## config.mk

```make
export PLATFORM = sky130hd
export DESIGN_NAME = trimmed_mean_temp_averager_unit
export DESIGN_NICKNAME = d
export VERILOG_FILES = /design/src/tma_pkg.sv /design/src/tma_lane.sv /design/src/trimmed_mean_temp_averager_unit.sv
export SDC_FILE = /design/constraint.sdc
export NUM_CORES = 2
export LEC_CHECK = 0
export ABC_AREA = 1
export BUFFER_PORTS_ARGS = -buffer_cell sky130_fd_sc_hd__buf_4
export CAP_MARGIN = 20
export CORE_MARGIN = 4
export CORE_UTILIZATION = 50
export CTS_CLUSTER_SIZE = 40
export DETAILED_ROUTE_END_ITERATION = 10
export PLACE_DENSITY_LB_ADDON = 0.3
export SYNTH_ARGS = -nofsm -noshare
export SYNTH_HDL_FRONTEND = slang
export SYNTH_HIERARCHICAL = 1
export SYNTH_SLANG_ARGS = --single-unit
```

## constraint.sdc

```tcl
create_clock -name clk -period 3.5 [get_ports clk]
set_input_delay 0.35 -clock clk [delete_from_list [all_inputs] [get_ports clk]]
set_output_delay 0.35 -clock clk [all_outputs]
set_load 0.05 [all_outputs]
```

## src/tma_pkg.sv

```systemverilog
// Shared constants, types and control bundle for the trimmed-mean temperature averager.
package tma_pkg;

  // Channel count and widths
  localparam int CHANNELS    = 4;
  localparam int SAMPLE_W    = 16;
  localparam int MAX_SAMPLES = 16;
  localparam int CNT_W       = $clog2(MAX_SAMPLES + 1);
  localparam int SUM_W       = 21;
  localparam int MAG_W       = SUM_W - 1;
  localparam int REM_W       = CNT_W - 1;
  localparam int DIV_STEPS   = MAG_W;
  localparam int STEP_W      = $clog2(DIV_STEPS);
  localparam int CFG_DATA_W  = 16;
  localparam int CFG_IDX_W   = 2;

  // Register map
  localparam logic [CFG_IDX_W-1:0] REG_SAMPLES_PER_UPDATE = 2'd0;
  localparam logic [CFG_IDX_W-1:0] REG_DISABLE_MASK       = 2'd1;
  localparam logic [CFG_IDX_W-1:0] REG_DEFAULT_TEMP       = 2'd2;

  // Reset values
  localparam logic [CNT_W-1:0]           RST_SAMPLES_PER_UPDATE = CNT_W'(4);
  localparam logic [CHANNELS-1:0]        RST_DISABLE_MASK       = '0;
  localparam logic signed [SAMPLE_W-1:0] RST_DEFAULT_TEMP       = SAMPLE_W'(250);

  // Trim threshold: more than this many rounds drops max and min
  localparam logic [CNT_W-1:0] TRIM_MIN = CNT_W'(2);

  typedef logic signed [SAMPLE_W-1:0] sample_t;

  // Controller to lane bundle
  typedef struct packed {
    logic             sample_en;  // accept one reading into the window
    logic             first;      // first round of a window
    logic             prep;       // load divider from window totals
    logic             step;       // one divider iteration
    logic             trim;       // drop max and min
    logic [CNT_W-1:0] divisor;    // rounds left after trimming
  } lane_ctl_t;

endpackage

```

## src/tma_lane.sv

```systemverilog
// One channel lane: window max/min/sum and a bit-serial signed divider.
module tma_lane (
  input  logic               clk,
  input  tma_pkg::lane_ctl_t ctl,
  input  tma_pkg::sample_t   sample,
  input  logic               adc_err,
  input  tma_pkg::sample_t   default_temp,
  output tma_pkg::sample_t   avg
);

  tma_pkg::sample_t                  val;
  tma_pkg::sample_t                  hi_r;
  tma_pkg::sample_t                  lo_r;
  logic signed [tma_pkg::SUM_W-1:0]  sum_r;
  logic signed [tma_pkg::SUM_W-1:0]  sum_base;
  logic signed [tma_pkg::SUM_W-1:0]  sum_trim;
  logic signed [tma_pkg::SUM_W-1:0]  sum_abs;
  logic [tma_pkg::MAG_W-1:0]         quo_r;
  logic [tma_pkg::REM_W-1:0]         rem_r;
  logic                              neg_r;
  logic [tma_pkg::CNT_W-1:0]         rem_sh;
  logic [tma_pkg::CNT_W:0]           diff;
  logic [tma_pkg::MAG_W-1:0]         quo_signed;

  // Failed reading takes the default
  assign val = adc_err ? default_temp : sample;

  // Window accumulation
  assign sum_base = ctl.first ? '0 : sum_r;

  always_ff @(posedge clk) begin
    if (ctl.sample_en) begin
      hi_r  <= (ctl.first || (val > hi_r)) ? val : hi_r;
      lo_r  <= (ctl.first || (val < lo_r)) ? val : lo_r;
      sum_r <= sum_base + tma_pkg::SUM_W'(val);
    end
  end

  // Trimmed dividend, split into sign and magnitude
  assign sum_trim = ctl.trim ? (sum_r - tma_pkg::SUM_W'(hi_r) - tma_pkg::SUM_W'(lo_r)) : sum_r;
  assign sum_abs  = sum_trim[tma_pkg::SUM_W-1] ? -sum_trim : sum_trim;

  // Restoring division step
  assign rem_sh = {rem_r, quo_r[tma_pkg::MAG_W-1]};
  assign diff   = {1'b0, rem_sh} - {1'b0, ctl.divisor};

  always_ff @(posedge clk) begin
    if (ctl.prep) begin
      quo_r <= sum_abs[tma_pkg::MAG_W-1:0];
      rem_r <= '0;
      neg_r <= sum_trim[tma_pkg::SUM_W-1];
    end else if (ctl.step) begin
      if (!diff[tma_pkg::CNT_W]) begin
        rem_r <= diff[tma_pkg::REM_W-1:0];
        quo_r <= {quo_r[tma_pkg::MAG_W-2:0], 1'b1};
      end else begin
        rem_r <= rem_sh[tma_pkg::REM_W-1:0];
        quo_r <= {quo_r[tma_pkg::MAG_W-2:0], 1'b0};
      end
    end
  end

  // Truncation toward zero: divide magnitudes, then restore sign
  assign quo_signed = neg_r ? -quo_r : quo_r;
  assign avg        = quo_signed[tma_pkg::SAMPLE_W-1:0];

endmodule

```

## src/trimmed_mean_temp_averager_unit.sv

```systemverilog
// Top level: configuration registers, window controller, four lanes and output merge.
//
// Usage
//   Input channel in_*: one reading round (four channel samples plus ADC error
//   mask) per transaction. Output channel out_*: four averages per transaction,
//   one at the end of each window of samples_per_update rounds.
//   Config channel cfg_*: index 0 samples_per_update, 1 disable_mask,
//   2 default_temp; always ready, write only while the block is idle.
// Timing
//   A round that does not close the window is only accepted. A closing round is
//   accepted, then the lanes are prepared (ST_PREP), then the bit-serial divide
//   runs (ST_DIV, one quotient bit per cycle, all lanes in parallel), then
//   ST_DONE loads the output register once that register is free.
// Reset
//   Synchronous, active low: window count cleared, registers back to 4, 0, 250,
//   output empty.
// Stall
//   Rounds keep being accepted while a result waits in the output register;
//   the next window's result is held in the lanes until that register frees.
module trimmed_mean_temp_averager_unit (
  input  logic                                   clk,
  input  logic                                   rst_n,
  // configuration
  input  logic                                   cfg_valid,
  output logic                                   cfg_ready,
  input  logic [tma_pkg::CFG_IDX_W-1:0]          cfg_index,
  input  logic [tma_pkg::CFG_DATA_W-1:0]         cfg_data,
  // input rounds
  input  logic                                   in_valid,
  output logic                                   in_ready,
  input  logic signed [tma_pkg::SAMPLE_W-1:0]    in_ambient_sample,
  input  logic signed [tma_pkg::SAMPLE_W-1:0]    in_case_sample,
  input  logic signed [tma_pkg::SAMPLE_W-1:0]    in_charge_sample,
  input  logic signed [tma_pkg::SAMPLE_W-1:0]    in_center_sample,
  input  logic [tma_pkg::CHANNELS-1:0]           in_adc_error_mask,
  // averages
  output logic                                   out_valid,
  input  logic                                   out_ready,
  output logic signed [tma_pkg::SAMPLE_W-1:0]    out_ambient_avg,
  output logic signed [tma_pkg::SAMPLE_W-1:0]    out_case_avg,
  output logic signed [tma_pkg::SAMPLE_W-1:0]    out_charge_avg,
  output logic signed [tma_pkg::SAMPLE_W-1:0]    out_center_avg
);

  typedef enum logic [3:0] {
    ST_ACC  = 4'b0001,
    ST_PREP = 4'b0010,
    ST_DIV  = 4'b0100,
    ST_DONE = 4'b1000
  } state_t;

  state_t                             state_r, state_nxt;
  logic [tma_pkg::CNT_W-1:0]          spu_r;
  logic [tma_pkg::CHANNELS-1:0]       mask_r;
  tma_pkg::sample_t                   dflt_r;
  logic [tma_pkg::CNT_W-1:0]          round_count_r, round_count_nxt;
  logic [tma_pkg::CNT_W-1:0]          div_n_r;
  logic                               trim_r;
  logic [tma_pkg::STEP_W-1:0]         step_r, step_nxt;
  logic [tma_pkg::CNT_W-1:0]          win_len;
  logic [tma_pkg::CNT_W-1:0]          cnt_inc;
  logic                               close;
  logic                               in_fire;
  logic                               out_load;
  logic                               out_valid_r;
  tma_pkg::sample_t                   out_avg_r [tma_pkg::CHANNELS];
  tma_pkg::sample_t                   samples   [tma_pkg::CHANNELS];
  tma_pkg::sample_t                   lane_avg  [tma_pkg::CHANNELS];
  tma_pkg::lane_ctl_t                 ctl;

  // Configuration registers
  assign cfg_ready = 1'b1;

  always_ff @(posedge clk) begin
    if (!rst_n) begin
      spu_r  <= tma_pkg::RST_SAMPLES_PER_UPDATE;
      mask_r <= tma_pkg::RST_DISABLE_MASK;
      dflt_r <= tma_pkg::RST_DEFAULT_TEMP;
    end else if (cfg_valid && cfg_ready) begin
      unique case (cfg_index)
        tma_pkg::REG_SAMPLES_PER_UPDATE: spu_r  <= cfg_data[tma_pkg::CNT_W-1:0];
        tma_pkg::REG_DISABLE_MASK:       mask_r <= cfg_data[tma_pkg::CHANNELS-1:0];
        tma_pkg::REG_DEFAULT_TEMP:       dflt_r <= cfg_data[tma_pkg::SAMPLE_W-1:0];
        default: ;
      endcase
    end
  end

  // Effective window length: zero acts as one, saturate at the maximum
  always_comb begin
    priority if (spu_r == '0) begin
      win_len = tma_pkg::CNT_W'(1);
    end else if (spu_r > tma_pkg::CNT_W'(tma_pkg::MAX_SAMPLES)) begin
      win_len = tma_pkg::CNT_W'(tma_pkg::MAX_SAMPLES);
    end else begin
      win_len = spu_r;
    end
  end

  assign in_ready = (state_r == ST_ACC);
  assign in_fire  = in_valid && in_ready;
  assign cnt_inc  = round_count_r + tma_pkg::CNT_W'(1);
  assign close    = (cnt_inc >= win_len);
  assign out_load = (state_r == ST_DONE) && (!out_valid_r || out_ready);

  // Window controller
  always_comb begin
    state_nxt       = state_r;
    round_count_nxt = round_count_r;
    step_nxt        = step_r;
    unique case (state_r)
      ST_ACC: begin
        if (in_fire) begin
          round_count_nxt = close ? '0 : cnt_inc;
          if (close) begin
            state_nxt = ST_PREP;
          end
        end
      end
      ST_PREP: begin
        step_nxt  = '0;
        state_nxt = ST_DIV;
      end
      ST_DIV: begin
        step_nxt = step_r + tma_pkg::STEP_W'(1);
        if (step_r == tma_pkg::STEP_W'(tma_pkg::DIV_STEPS - 1)) begin
          state_nxt = ST_DONE;
        end
      end
      ST_DONE: begin
        if (out_load) begin
          state_nxt = ST_ACC;
        end
      end
      default: state_nxt = ST_ACC;
    endcase
  end

  always_ff @(posedge clk) begin
    if (!rst_n) begin
      state_r       <= ST_ACC;
      round_count_r <= '0;
      step_r        <= '0;
    end else begin
      state_r       <= state_nxt;
      round_count_r <= round_count_nxt;
      step_r        <= step_nxt;
    end
  end

  // Divisor of the closing window, trimmed when more than two rounds
  always_ff @(posedge clk) begin
    if (!rst_n) begin
      div_n_r <= tma_pkg::CNT_W'(1);
      trim_r  <= 1'b0;
    end else if (in_fire && close) begin
      trim_r  <= (cnt_inc > tma_pkg::TRIM_MIN);
      div_n_r <= (cnt_inc > tma_pkg::TRIM_MIN) ? (cnt_inc - tma_pkg::TRIM_MIN) : cnt_inc;
    end
  end

  // Lane control bundle
  always_comb begin
    ctl.sample_en = in_fire;
    ctl.first     = (round_count_r == '0);
    ctl.prep      = (state_r == ST_PREP);
    ctl.step      = (state_r == ST_DIV);
    ctl.trim      = trim_r;
    ctl.divisor   = div_n_r;
  end

  assign samples[0] = in_ambient_sample;
  assign samples[1] = in_case_sample;
  assign samples[2] = in_charge_sample;
  assign samples[3] = in_center_sample;

  // Parallel channel lanes
  for (genvar ch = 0; ch < tma_pkg::CHANNELS; ch++) begin : g_lane
    tma_lane u_lane (
      .clk          (clk),
      .ctl          (ctl),
      .sample       (samples[ch]),
      .adc_err      (in_adc_error_mask[ch]),
      .default_temp (dflt_r),
      .avg          (lane_avg[ch])
    );
  end

  // Merge: disabled channels report the default, then register the transaction
  always_ff @(posedge clk) begin
    if (!rst_n) begin
      out_valid_r <= 1'b0;
    end else if (out_load) begin
      out_valid_r <= 1'b1;
    end else if (out_ready) begin
      out_valid_r <= 1'b0;
    end
  end

  always_ff @(posedge clk) begin
    for (int i = 0; i < tma_pkg::CHANNELS; i++) begin
      if (out_load) begin
        out_avg_r[i] <= mask_r[i] ? dflt_r : lane_avg[i];
      end
    end
  end

  assign out_valid       = out_valid_r;
  assign out_ambient_avg = out_avg_r[0];
  assign out_case_avg    = out_avg_r[1];
  assign out_charge_avg  = out_avg_r[2];
  assign out_center_avg  = out_avg_r[3];

  // Checks
  a_close_to_prep: assert property (@(posedge clk) disable iff (!rst_n)
    (in_fire && close) |=> (state_r == ST_PREP))
    else $error("closing round did not start the divide");

  a_count_clear_when_busy: assert property (@(posedge clk) disable iff (!rst_n)
    (state_r != ST_ACC) |-> (round_count_r == '0))
    else $error("round count not cleared while dividing");

  a_divisor_nonzero: assert property (@(posedge clk) disable iff (!rst_n)
    (state_r == ST_DIV) |-> (div_n_r != '0))
    else $error("zero divisor during divide");

  a_load_from_done: assert property (@(posedge clk) disable iff (!rst_n)
    $rose(out_valid_r) |-> $past(state_r == ST_DONE))
    else $error("output loaded outside the done state");

endmodule
```

==> After elaboration in Yosys (flattened, before gate mapping) <==
Memories as Yosys holds them, arrays and structs flattened.
Index checks and enable logic that the tools add are counted.
{ "totals": {"register_bits": 358, "mem_bits_rw": 64, "in_bits": 91, "output_inout_bits": 67, "word_cells": 168, "n_memories": 1} }
{ "mem_list": {"columns": ["memory", "words", "width", "read_ports", "rd_clocked_by_memory_dff", "wr", "line", "text"], "rows": [
  ["out_avg_r", 4, 16, 4, 0, 4, "trimmed_mean_temp_averager_unit.sv:66", "tma_pkg::sample_t out_avg_r [tma_pkg::CHANNELS];"]
]} }
{ "op_classes": {"n_addsub": 27, "magnitude_cmp": 11, "eq_ne": 11, "muxes": 54, "reduce_logical": 31} }
{ "op_table": {"columns": ["operator", "count"], "rows": [
  ["$mux 20", 12],
  ["$mux 16", 12],
  ["$mux 21", 8],
  ["$sub 21x16->21", 8],
  ["$add 21x16->21", 4],
  ["$neg 20->20", 4],
  ["$gt 16x16->1", 4],
  ["$lt 16x16->1", 4],
  ["$neg 16->16", 4],
  ["$mux 4", 8],
  ["$reduce_and 2->1", 12],
  ["$sub 5x5->6", 4],
  ["$mux 5", 4],
  ["$pmux 4 s4", 1],
  ["$add 5x1->5 const B", 2],
  ["$logic_not 5->1", 2],
  ["$pmux 5 s2", 1],
  ["$logic_or 1x1->1", 9],
  ["$mux 1", 8],
  ["$ne 2x1->1 const B", 3],
  ["$eq 5x5->1 const B", 1],
  ["$ge 5x5->1", 1],
  ["$gt 5x2->1 const B", 1],
  ["$gt 5x5->1 const B", 1],
  ["other kinds (13)", 16]
]} }

==> Longest topological paths before layout <==
{ "depth": {"ltp_word": 7, "depth_mapped": 23, "depth_no_buf": 23} }

==> Cells and area by module <==
The synthesis kept the hierarchy.
{ "by_module_without_submodules": {"columns": ["mod", "instances", "cells_per_inst", "area_per_inst_um2", "seq_area_each_um2"], "rows": [
  ["tma_lane at g_lane[1].u_lane ...", 2, 1058, 7863.8, 2302.2],
  ["tma_lane at g_lane[0].u_lane", 1, 1037, 7777.5, 2302.2],
  ["tma_lane at g_lane[3].u_lane", 1, 1054, 7768.7, 2302.2],
  ["trimmed_mean_temp_averager_unit", 1, 445, 4879.7, 2842.7]
]} }

==> Worst setup path after synthesis <==
Ideal clock, no wire load.
{ "synth_path": {"path_type": "register to register", "startpoint": "register out_valid_r, in the netlist out_valid", "endpoint": "memory out_avg_r[0][0] (netlist name) (enable)", "setup_ns": 0.486, "arrival_time_ns": 3.291, "required_ns": 3.014, "path_slack_ns": -0.277, "stages_incl_launch_ff": 4, "path_buffers": 0, "synth_period_minus_slack_ns": 3.777, "cell_sequence": "dfxtp_1 -> inv_1 -> nor2_1 -> nor2_1"} }
{ "synth_lines": {"columns": ["item", "line", "text"], "rows": [
  ["from (decl)", "trimmed_mean_temp_averager_unit.sv:65", "logic out_valid_r;"],
  ["from (signal assigned)", "trimmed_mean_temp_averager_unit.sv:192", "out_valid_r <= 1'b0;"],
  ["from (signal assigned)", "trimmed_mean_temp_averager_unit.sv:194", "out_valid_r <= 1'b1;"],
  ["from (signal assigned)", "trimmed_mean_temp_averager_unit.sv:196", "out_valid_r <= 1'b0;"],
  ["to (decl)", "trimmed_mean_temp_averager_unit.sv:66", null]
]} }

==> Final worst setup path <==
{ "layout_path": {"startpoint": "register g_lane[2].u_lane.lo_r[5]", "endpoint": "register g_lane[2].u_lane/quo_r[19] (netlist name), data pin"} }
{ "layout_between": {"elab_chain_cells": 5} }
{ "layout_rtl": {"columns": ["item", "line", "text"], "rows": [
  ["from (decl)", "tma_lane.sv:13", "tma_pkg::sample_t lo_r;"],
  ["from (signal assigned)", "tma_lane.sv:34", "lo_r <= (ctl.first || (val < lo_r)) ? val : lo_r;"],
  ["$sub 21x16->21 (*)", "tma_lane.sv:40", "assign sum_trim = ctl.trim ? (sum_r - tma_pkg::SUM_W'(hi_r) - tma_pkg::SUM_W'(lo_r)) : sum_r;"],
  ["$mux 21 (*)", "tma_lane.sv:40", null],
  ["$neg 20->20", "tma_lane.sv:41", "assign sum_abs = sum_trim[tma_pkg::SUM_W-1] ? -sum_trim : sum_trim;"],
  ["$mux 20 (*)", "tma_lane.sv:41", null],
  ["$mux 20 (*)", "tma_lane.sv:48", "if (ctl.prep) begin"],
  ["to (signal assigned)", "tma_lane.sv:49", "quo_r <= sum_abs[tma_pkg::MAG_W-1:0];"],
  ["to (signal assigned)", "tma_lane.sv:55", "quo_r <= {quo_r[tma_pkg::MAG_W-2:0], 1'b1};"],
  ["to (signal assigned)", "tma_lane.sv:58", "quo_r <= {quo_r[tma_pkg::MAG_W-2:0], 1'b0};"],
  ["to (decl)", "tma_lane.sv:18", "logic [tma_pkg::MAG_W-1:0] quo_r;"]
]} }
Mark *: on every way between the ends. The rest lies on a longest branch, timed or not.
A chain may end at the register's enable or synchronous reset.

==> results.tsv <==
metric	value	unit
cts_tree	built	
setup_viol	0	
viasPerCell	5.36	
synth_seq_cells	422	
grt_pass1_wl	165000	um
clock_sinks	422	
crit_path_max_fanout	5	
grt_pass1_vias	30500	
grt_start_max_net_pins	49	
cts_buffers	47	
io_pins	158	
start_util	0.505	
first_iter_violations	2462	
wl	105000	um
instances_no_fill	5896	
worstPathArrival	3.69	ns
max_freq	300	MHz
post-place-ws	0.0870	ns
multi_input_area	21100	um^2
rsz0062_at_grt	true	
drc	0	
synth_flop_cell	edfxtp_1	
die_h	277	um
worstMarginPinSlew	0.926	ns
cts-root-buf	clkbuf_16	
min_period	3.33	ns
async_reset_ff_frac	0	
grt_usage	0.267	
slew_violations	0	
setup_slack	0.171	ns
seq_area_frac_synth	0.333	
critPathRequiredTime	3.86	ns
core_area	71600	um^2
setup.worst_path.end_class	register	
nets	5422	
timing.rr.start	g_lane[2].u_lane/lo_r[5]	
hold_viol	0	
antenna_left	0	
areaGrowthSynthToFinish	13.3	%
fillers	6644	
dr.pass1.iters	5	
hp-class	in2reg	
clkLatencyLatePin	0.61	ns
dp_cells	5783	
antenna_found_initial	7	
clk_pin_slew	0.06	ns
yosysWarningCount	6	
yosys-top-cells-area	edfxtp_1 (30%), nand2_1 (13%), ha_1 (12%), inv_1 (7.2%), fa_1 (4.9%)	
min_from	cfg_data[1]	
post-dp-hpwl	83200	um
antennaDiodeCount	0	
yosys-top-cells-count	nand2_1 (1269), inv_1 (697), edfxtp_1 (360), nand3_1 (338), nor2_1 (338)	
critPathLaunch	g_lane[2].u_lane/lo_r[5]	
status	complete, no violations	
area.sequential	12100	um^2
worst_clock_skew	0.0253	ns
cts_buffer_depth	3	
die-area	76700	um^2
final_util	0.572	
fin_setup_tns	0	ns
die_w	277	um
period_share	0.951	
row_count	98	
yosysUniqueCellTypes	61	
syn-num-nets	5165	
synthCells	4652	
htree_levels	2	
port_buffers	156	
cap_violations	0	
vias	31600	
gp_congestion	0.984	
synth_edf_count	360	
slew_headroom	0.382	
drive_above_1_share	0.123	
wl_per_cell	17.8	um
synth.top_cell.area_share	0.299	
netlist_area	36200	um^2
start_kind	register	
gr-total-overflow	0	
syn_area_per_cell	7.77	um^2
yosysMostFrequentCell	nand2_1	
critPathKind	reg2reg	
synth_top_cell_by_area	edfxtp_1	
-- cells in the final DEF, fill, tap and decap left out, types with 9 or more instances in the layout --
master and n:
inv_2 16, nor2_2 26, nor2_1 324, clkbuf_16 48
edfxtp_1 360, nand3_2 32, o21ai_0 141, nor3_1 39
nor4_1 16, or2_2 13, nand3_1 336, buf_12 13
ha_1 323, nand2_2 35, nand3b_1 27, xor2_1 122
nand4_1 54, mux2_2 64, dlygate4sd3_1 11, dfxtp_1 61
clkbuf_1 14, a31oi_1 25, o21ai_2 10, inv_1 691
o31ai_1 11, nand2_1 1263, nor2_4 9, o22ai_1 14
o21bai_1 11, buf_4 273, o21ai_1 27, o211ai_1 23
a21oi_2 10, xnor2_1 58, clkinv_1 12, a21oi_1 245
fa_1 87
-- sequential cells by signal (all words and copies together) (netlist names), 4 cells and up --
signal,count
mask_r,4
step_r,5
dflt_r,16
g_lane.u_lane/neg_r,4
g_lane.u_lane/quo_r,80
out_avg_r,64
g_lane.u_lane/rem_r,16
g_lane.u_lane/lo_r,64
div_n_r,5
round_count_r,5
state_r,4
g_lane.u_lane/sum_r,84
g_lane.u_lane/hi_r,64
spu_r,5
-- metal layers --
metal	vias to the layer above	GRT usage	wire length, um
met4	4	0.104	4690
li1	15800	-	-
met3	182	0.0352	6560
met5	-	0	33
met1	14700	0.359	46200
met2	913	0.440	47500
-- logic make-up after synthesis --
logic type / synth area share
DFF: 0.333
other: 0.000104
adders and majority gates: 0.164
and+or+nand+nor: 0.264
AOI/OAI and AO/OA: 0.0865
xor gates and xnor gates: 0.0436
muxes: 0.0199
buffers and inverters: 0.0884
-- final timing paths --
path / cells after the start / slack [ns] / end
worst max-delay path: 20 / 0.17 / g_lane[2].u_lane/quo_r[19]
worst min-delay path: 3 / 0.03 / dflt_r[1]
worst max register to register: 20 / 0.17 / g_lane[2].u_lane/quo_r[19]
worst min register to register: 1 / 0.48 / step_r[0]
-- per-stage QoR --
stage,area [um^2],hold WS [ns]
3_3_place_gp,39100,0.455
3_5_place_dp,39100,0.465
4_1_cts,40600,0.000704
5_1_grt,41000,0.0247
2_1_floorplan,36200,0.437
6_report,41000,0.0318
-- area by class of cell --
cell class | count | share of cell area
sequential | 422 | 0.294
timing repair buffer | 298 | 0.0593
inverter | 716 | 0.0659
multi-input combinational | 3424 | 0.516
clock buffer | 64 | 0.0313
tap | 950 | 0.0290
clock inverter | 22 | 0.00437
-- timing repair --
item | in CTS | in global routing
endpoints found under the hold margin | 11 | 0
hold buffers | 11 | 0
setup buffers | 0 | 15
gates resized for setup | 0 | 64
endpoints found under the setup margin | 0 | 53
-- critical path: stages, from the launching register on --
cell	delay, ns
edfxtp_1	0.38
inv_1	0.12
fa_1	0.44
ha_2	0.40
nand2_1	0.13
nor2_2	0.19
nand2_1	0.07
nand3_1	0.17
nand2_1	0.07
nand3_1	0.07
nand2_1	0.11
nor2_1	0.12
nand2_1	0.13
nor2_4	0.15
nand3_2	0.13
nor2_2	0.12
nand2_1	0.08
nand2_1	0.06
nand2_1	0.05
nand3_1	0.06
nand2_1	0.05
Power is not shown: default switching activity piles up to over one toggle a cycle in this logic, so the estimate is an artifact.
